## config.mk

```make
export PLATFORM = sky130hd
export DESIGN_NAME = inverted_page_table
export DESIGN_NICKNAME = d
export VERILOG_FILES = /design/src/rtl/core/ipt_pkg.sv /design/src/rtl/core/inverted_page_table.sv /design/src/rtl/core/ipt_ctrl.sv /design/src/rtl/core/ipt_dp.sv
export SDC_FILE = /design/constraint.sdc
export NUM_CORES = 1
export LEC_CHECK = 0
export BUFFER_PORTS_ARGS = -buffer_cell sky130_fd_sc_hd__buf_4
export CAP_MARGIN = 20
export CORE_UTILIZATION = 52
export CTS_CLUSTER_SIZE = 16
export DETAILED_ROUTE_END_ITERATION = 12
export HOLD_SLACK_MARGIN = 0.06
export PLACE_DENSITY = 0.66
export SETUP_SLACK_MARGIN = 0.02
export SLEW_MARGIN = 10
export SYNTH_ARGS = -nofsm -noshare
export SYNTH_HDL_FRONTEND = slang
export SYNTH_SLANG_ARGS = --single-unit
```

## constraint.sdc

```tcl
create_clock -name clock -period 13.3 [get_ports clock]
set_input_delay 1.33 -clock clock [delete_from_list [all_inputs] [get_ports clock]]
set_output_delay 1.33 -clock clock [all_outputs]
set_load 0.05 [all_outputs]
```

## src/rtl/core/ipt_pkg.sv

```systemverilog
// ----------------------------------------------------------------------------
// ipt_pkg
// shared types and constants for the inverted page table
// ----------------------------------------------------------------------------
package ipt_pkg;

   localparam int TABLE_SIZE = 16;
   localparam int IDX_W      = (TABLE_SIZE > 1) ? $clog2(TABLE_SIZE) : 1;
   localparam int PID_W      = 8;
   localparam int KEY_W      = 40;
   localparam int COUNT_W    = 5;

   localparam logic [COUNT_W-1:0] COUNT_MAX = {COUNT_W{1'b1}};
   localparam logic [IDX_W-1:0]   IDX_LAST  = IDX_W'(TABLE_SIZE - 1);

   // operation codes
   localparam logic [1:0] OP_LOOKUP = 2'd0;
   localparam logic [1:0] OP_INSERT = 2'd1;
   localparam logic [1:0] OP_FLUSH  = 2'd2;
   localparam logic [1:0] OP_UNUSED = 2'd3;

   // result status codes
   localparam logic ST_OK   = 1'b0;
   localparam logic ST_MISS = 1'b1;

   typedef struct packed {
      logic [1:0]       op;
      logic [PID_W-1:0] process_id;
      logic [KEY_W-1:0] page_key;
      logic             is_write;
   } ipt_req_type;

   typedef struct packed {
      logic               status;
      logic [COUNT_W-1:0] writeback_count;
   } ipt_rsp_type;

   typedef enum logic [1:0] {
      ST_IDLE,
      ST_SCAN,
      ST_REPLY
   } ipt_state_type;

   // controller to datapath
   typedef struct packed {
      logic load;   // capture request, rewind scan
      logic step;   // act on the current frame, advance
   } ipt_cmd_type;

   // datapath to controller
   typedef struct packed {
      logic op_ok;  // request carries a defined operation
      logic found;  // lookup hit or insert slot at the current frame
      logic last;   // current frame is the last one
   } ipt_stat_type;

endpackage

```

## src/rtl/core/inverted_page_table.sv

```systemverilog
// ----------------------------------------------------------------------------
// inverted_page_table
// inverted page table with lookup / insert / per-process flush
// ----------------------------------------------------------------------------
//
//  channel   ports                        handshake
//  --------  ---------------------------  -----------------------------------
//  request   start, busy, req_data        taken when start && !busy
//  result    rsp_valid, rsp_data          one-cycle strobe, cannot be held off
//
//  a request is accepted in ST_IDLE, scans one to TABLE_SIZE frames in ST_SCAN
//  and replies in ST_REPLY
//  the scan visits one frame per cycle through a single compare unit; lookup
//  stops at the first match, insert at the first free frame, flush always walks every frame
//  an undefined op code skips the scan and replies with a miss
//  reset empties every frame and clears all write marks
//  busy stays high from the cycle after acceptance through the reply cycle; nothing stalls
//
module inverted_page_table (
   input  logic                 clock,
   input  logic                 reset,
   input  logic                 start,
   output logic                 busy,
   input  ipt_pkg::ipt_req_type req_data,
   output logic                 rsp_valid,
   output ipt_pkg::ipt_rsp_type rsp_data
);

   ipt_pkg::ipt_cmd_type  cmd;
   ipt_pkg::ipt_stat_type stat;

   // sequencer
   ipt_ctrl u_ctrl (
      .clock     (clock),
      .reset     (reset),
      .start     (start),
      .stat      (stat),
      .cmd       (cmd),
      .busy      (busy),
      .rsp_valid (rsp_valid)
   );

   // frame store and scan datapath
   ipt_dp u_dp (
      .clock    (clock),
      .reset    (reset),
      .req_data (req_data),
      .cmd      (cmd),
      .stat     (stat),
      .rsp_data (rsp_data)
   );

   // an accepted request makes the block busy next cycle
   assert property (@(posedge clock) disable iff (reset)
      (start && !busy) |=> busy)
      else $error("busy not raised after request");

   // reply strobe lasts one cycle only
   assert property (@(posedge clock) disable iff (reset)
      rsp_valid |=> !rsp_valid)
      else $error("reply strobe longer than one cycle");

   // the reply cycle still counts as busy, so no request overlaps it
   assert property (@(posedge clock) disable iff (reset)
      rsp_valid |-> busy)
      else $error("reply while idle");

   // a nonzero writeback count only comes with a successful flush
   assert property (@(posedge clock) disable iff (reset)
      (rsp_valid && (rsp_data.writeback_count != '0)) |-> (rsp_data.status == ipt_pkg::ST_OK))
      else $error("writeback count on a failed request");

endmodule

```

## src/rtl/core/ipt_ctrl.sv

```systemverilog
// ----------------------------------------------------------------------------
// ipt_ctrl
// request sequencer: accept, frame scan, one-cycle reply
// ----------------------------------------------------------------------------
module ipt_ctrl (
   input  logic                  clock,
   input  logic                  reset,
   input  logic                  start,
   input  ipt_pkg::ipt_stat_type stat,
   output ipt_pkg::ipt_cmd_type  cmd,
   output logic                  busy,
   output logic                  rsp_valid
);

   ipt_pkg::ipt_state_type state_ff, state_in;

   always_ff @(posedge clock) begin
      if (reset) begin
         state_ff <= ipt_pkg::ST_IDLE;
      end else begin
         state_ff <= state_in;
      end
   end

   // next state
   always_comb begin
      state_in = state_ff;
      case (state_ff)
         ipt_pkg::ST_IDLE: begin
            if (start) begin
               state_in = ipt_pkg::ST_SCAN;
            end
         end
         ipt_pkg::ST_SCAN: begin
            if (!stat.op_ok || stat.found || stat.last) begin
               state_in = ipt_pkg::ST_REPLY;
            end
         end
         ipt_pkg::ST_REPLY: begin
            state_in = ipt_pkg::ST_IDLE;
         end
         default: begin
            state_in = ipt_pkg::ST_IDLE;
         end
      endcase
   end

   // outputs
   always_comb begin
      cmd       = '0;
      busy      = 1'b1;
      rsp_valid = 1'b0;
      case (state_ff)
         ipt_pkg::ST_IDLE: begin
            busy     = 1'b0;
            cmd.load = start;
         end
         ipt_pkg::ST_SCAN: begin
            cmd.step = stat.op_ok;
         end
         ipt_pkg::ST_REPLY: begin
            rsp_valid = 1'b1;
         end
         default: begin
            busy = 1'b1;
         end
      endcase
   end

endmodule

```

## src/rtl/core/ipt_dp.sv

```systemverilog
// ----------------------------------------------------------------------------
// ipt_dp
// frame store, scan index and result registers
// ----------------------------------------------------------------------------
module ipt_dp (
   input  logic                  clock,
   input  logic                  reset,
   input  ipt_pkg::ipt_req_type  req_data,
   input  ipt_pkg::ipt_cmd_type  cmd,
   output ipt_pkg::ipt_stat_type stat,
   output ipt_pkg::ipt_rsp_type  rsp_data
);

   ipt_pkg::ipt_req_type                req_ff;
   logic [ipt_pkg::IDX_W-1:0]           idx_ff, idx_in;
   logic [ipt_pkg::TABLE_SIZE-1:0]      valid_ff, valid_in;
   logic [ipt_pkg::TABLE_SIZE-1:0]      dirty_ff, dirty_in;
   logic                                status_ff, status_in;
   logic [ipt_pkg::COUNT_W-1:0]         count_ff, count_in;

   // owner and page key, read only behind a valid bit
   logic [ipt_pkg::PID_W-1:0] owner_ff [ipt_pkg::TABLE_SIZE];
   logic [ipt_pkg::KEY_W-1:0] page_ff  [ipt_pkg::TABLE_SIZE];

   // registered read of the frame under the scan index
   logic [ipt_pkg::PID_W-1:0] owner_rd_ff;
   logic [ipt_pkg::KEY_W-1:0] page_rd_ff;

   logic owner_hit, entry_hit, is_lookup, is_insert, is_flush;
   logic do_mark, do_fill, do_free;

   assign is_lookup = (req_ff.op == ipt_pkg::OP_LOOKUP);
   assign is_insert = (req_ff.op == ipt_pkg::OP_INSERT);
   assign is_flush  = (req_ff.op == ipt_pkg::OP_FLUSH);

   assign owner_hit = valid_ff[idx_ff] && (owner_rd_ff == req_ff.process_id);
   assign entry_hit = owner_hit && (page_rd_ff == req_ff.page_key);

   assign do_mark = cmd.step && is_lookup && entry_hit;
   assign do_fill = cmd.step && is_insert && !valid_ff[idx_ff];
   assign do_free = cmd.step && is_flush && owner_hit;

   assign stat.op_ok = is_lookup || is_insert || is_flush;
   assign stat.found = (is_lookup && entry_hit) || (is_insert && !valid_ff[idx_ff]);
   assign stat.last  = (idx_ff == ipt_pkg::IDX_LAST);

   always_comb begin
      idx_in    = idx_ff;
      valid_in  = valid_ff;
      dirty_in  = dirty_ff;
      status_in = status_ff;
      count_in  = count_ff;
      if (cmd.load) begin
         idx_in    = '0;
         count_in  = '0;
         status_in = (req_data.op == ipt_pkg::OP_FLUSH) ? ipt_pkg::ST_OK : ipt_pkg::ST_MISS;
      end else if (cmd.step) begin
         idx_in = idx_ff + 1'b1;
         if (do_mark) begin
            dirty_in[idx_ff] = req_ff.is_write;
            status_in        = ipt_pkg::ST_OK;
         end
         if (do_fill) begin
            valid_in[idx_ff] = 1'b1;
            dirty_in[idx_ff] = req_ff.is_write;
            status_in        = ipt_pkg::ST_OK;
         end
         if (do_free) begin
            valid_in[idx_ff] = 1'b0;
            dirty_in[idx_ff] = 1'b0;
            if (dirty_ff[idx_ff] && (count_ff != ipt_pkg::COUNT_MAX)) begin
               count_in = count_ff + 1'b1;
            end
         end
      end
   end

   always_ff @(posedge clock) begin
      if (reset) begin
         valid_ff <= '0;
         dirty_ff <= '0;
         idx_ff   <= '0;
      end else begin
         valid_ff <= valid_in;
         dirty_ff <= dirty_in;
         idx_ff   <= idx_in;
      end
   end

   always_ff @(posedge clock) begin
      status_ff <= status_in;
      count_ff  <= count_in;
      if (cmd.load) begin
         req_ff <= req_data;
      end
   end

   // write on fill; read follows the next scan index so the data lines up
   // with idx_ff in the following cycle
   always_ff @(posedge clock) begin
      if (do_fill) begin
         owner_ff[idx_ff] <= req_ff.process_id;
         page_ff[idx_ff]  <= req_ff.page_key;
      end
      owner_rd_ff <= owner_ff[idx_in];
      page_rd_ff  <= page_ff[idx_in];
   end

   assign rsp_data.status          = status_ff;
   assign rsp_data.writeback_count = count_ff;

endmodule
```

==> results.cfg <==
[status]
status = finished, final reports clean

[sta]
post-route-min-period_ns = 5.320
fin_tns_setup_ns = 0
setup_viol = 0
fin_ws_ns = 7.980
rsz0062_at_grt = no
report.final.hold_viol_count = 0
final.period_utilization_pct = 40.00
whs_ns = 0.4793
skew_ns = 0.02657
slew_headroom_pct = 20.79
worst_pin_slew_ns = 1.188
max_freq_ghz = 0.1880
drv_slew = 0

[synthesis]
synth.distinct_cells = 52
synth_area_leader_cell = edfxtp_1
yosys.area.top_type_share_pct = 68.28
ys_ff_latch = 911
syn_area_um2 = 36060
yosys_most_used_dff = edfxtp_1
synth-edff-count = 820
yosysSeqAreaShare_pct = 73.33
yosysWarnings = 0
synth.area.top_cells = edfxtp_1 68%, dfxtp_1 5.1%, nand2_1 4.2%
syn_avg_cell_area_um2 = 14.49
muxShareOfSynthArea_pct = 4.653
synth-adder-area-share_pct = 0.2082
synthCells = 2488
yosys.area_share.simple_pct = 9.347
synth_top_family_by_area = simple AND/OR/NAND/NOR gates
async_flop_share_pct = 0
synth_nets = 2548
synth_xor_area_share_pct = 1.239
synth_compound_area_share_pct = 8.778

[routing]
drc = 0
drt-pass1-iter-count = 7
wl_um = 87660
avgRoutedWirePerCell_um = 25.01
ant_nets = 0
vias_per_cell = 6.062
drt_iter0_markers = 2123
num_vias = 21250

[pwr]
powerDensity_nw_per_um2 = 154.4
ir_drop_v = 0.0001110
leakage_uw = 0.01454

[place]
port-buffer-count = 61
dpl.hpwl_um = 40710
place_congestion = 0.8122
place_ws_ns = 7.410
dp_cells = 3333

[die]
num_rows = 96
core_area_um2 = 68590
ioPinCount = 62
die_area_um2 = 70410
fp.dieH_um = 265.3
die_w_um = 265.3
initial_core_util_pct = 52.58

[global_route]
antenna_found_initial = 1
grt_start_max_net_pins = 219
grt_pass1_wl_um = 130200
grt.total_usage_pct = 24.98
grt_overflow_total = 0
grt_pass1_vias = 21060

[setup_path]
cp_max_fo = 218
crit_type = input pin to flop
r2r-start = u_ctrl.state_ff[0]
critPathLaunch = start
cp-start-kind = input pin
slowest_delay_ns = 0.79
crit_family = buffers and inverters
required_ns = 13.85
worstPathArrival_ns = 5.87
path_cells = buf_4 -> nand2_1 -> clkinv_2 -> buf_4 -> a211o_4 -> nand2_4 -> buf_12 -> a211oi_1 -> a31oi_1 -> mux2i_1 -> mux2i_1
critPathBufInv = 4
cpMaxStageDelayCell = nand2_4
end_kind = flop

[clocking]
clockBufferDepth = 3
cts_sinks = 911
clock_latency_ns = 0.65
clkSlewWorstSetupHoldPaths_ns = 0.06
post_cts_resized = 0
hold_buffers = 0
post_cts_buffers = 0
root_buffer = clkbuf_16
cts_tree = done
htree_levels = 3
numCtsBuffers = 92

[layout]
layout-drive-gt1-share_pct = 11.15
fillCellCount = 5132
ff_latch_area_um2 = 26450
final_cells = 3505
postLayoutCoreUtil_pct = 58.98
multiInputGateArea_um2 = 8902
antennaDiodeCount = 0
layout_commonest_cell = edfxtp_1
final_nets = 2556
area.growth.synth_to_final_pct = 12.18
final_cell_mix = 820 x edfxtp_1, 400 x nand2_1, 197 x and3_1, 193 x a31oi_1, 192 x a211oi_1

[worst_hold_path]
hp-start = u_dp.dirty_ff[2]
min_path_type = flop to flop

[flow_run]
max-cap-violations = 0
## through the flow
stage | power [µW] | instance area, µm²
2_1_floorplan | 3534 | 36060
3_3_place_gp | 3659 | 37320
3_5_place_dp | 3670 | 37340
4_1_cts | 6281 | 40450
5_1_grt | 6434 | 40450
6_report | 6246 | 40450
## metal layers
layer	GRT usage (%)	part of all wire, %	up-vias
li1	-	-	9600
met1	33.75	42	10650
met2	40.91	48	814
met3	4.323	7.3	178
met4	8.874	3.3	2
met5	0	0.015	-
## layout make-up
type | instances | share of cell area (%)
clock inverter | 47 | 1.280
clock buffer | 125 | 6.415
sequential | 911 | 65.37
inverter | 20 | 0.1887
tap | 931 | 2.880
timing repair buffer | 94 | 1.859
multi-input combinational | 1377 | 22.01
## worst min-delay path, delay by kind of cell, from the launching register on
kind,cells,cell delay (ns)
compound gates,1,0.07
buf+inv,1,0.05
flops,1,0.31
## Yosys cell counts (2+ instances only)
cell / instances
a211oi_1: 192
a21oi_1: 13
a21oi_2: 7
a31oi_1: 193
and3_1: 197
buf_1: 5
buf_2: 74
buf_4: 3
buf_6: 2
clkbuf_1: 95
dfxtp_1: 91
edfxtp_1: 820
ha_1: 6
inv_1: 19
mux2i_1: 150
mux4_2: 6
nand2_1: 403
nand2_4: 2
nand2b_1: 5
nand3_1: 16
nand4_1: 12
nor2_1: 46
nor2b_1: 11
nor3_1: 6
nor4_1: 10
o22ai_1: 18
o32ai_1: 6
o32ai_2: 7
xnor2_1: 23
xor2_1: 28
## report_power, final
group / total (µW) / internal, µW / leakage, µW / switching, µW
logic: 389 / 135 / 0.00486 / 255
registers: 3220 / 3170 / 0.00815 / 57.0
clock network: 2630 / 1560 / 0.00153 / 1070
total: 6250 / 4860 / 0.0145 / 1380
## state kept, by name (all words and copies together) (netlist names), named ones only
name              count
u_dp.status_ff        1
u_dp.valid_ff        15
u_dp.owner_ff       128
u_dp.req_ff          51
u_dp.idx_ff           4
u_dp.page_rd_ff      40
u_dp.page_ff        640
u_dp.count_ff         5
u_ctrl.state_ff       2
u_dp.owner_rd_ff      8
u_dp.dirty_ff        16
## cells by family (layout without fill, tap and decap cells)
| family | count (synthesis) | count (layout) |
|---|---|---|
| AOI/OAI and AO/OA | 445 | 445 |
| xor gates and xnor gates | 51 | 51 |
| adders and majority gates | 6 | 6 |
| buffers and inverters | 200 | 286 |
| DFF | 911 | 911 |
| muxes | 158 | 158 |
| and+or+nand+nor | 717 | 717 |
## final timing paths
kind | to | slack [ns] | depth (start not counted)
max | u_dp.page_rd_ff[20] | 7.98 | 11
min reg2reg | u_dp.dirty_ff[2] | 0.48 | 2
min | u_dp.dirty_ff[2] | 0.48 | 2
max reg2reg | u_dp.page_rd_ff[20] | 8.25 | 11
(Power assumes the default switching activity.)
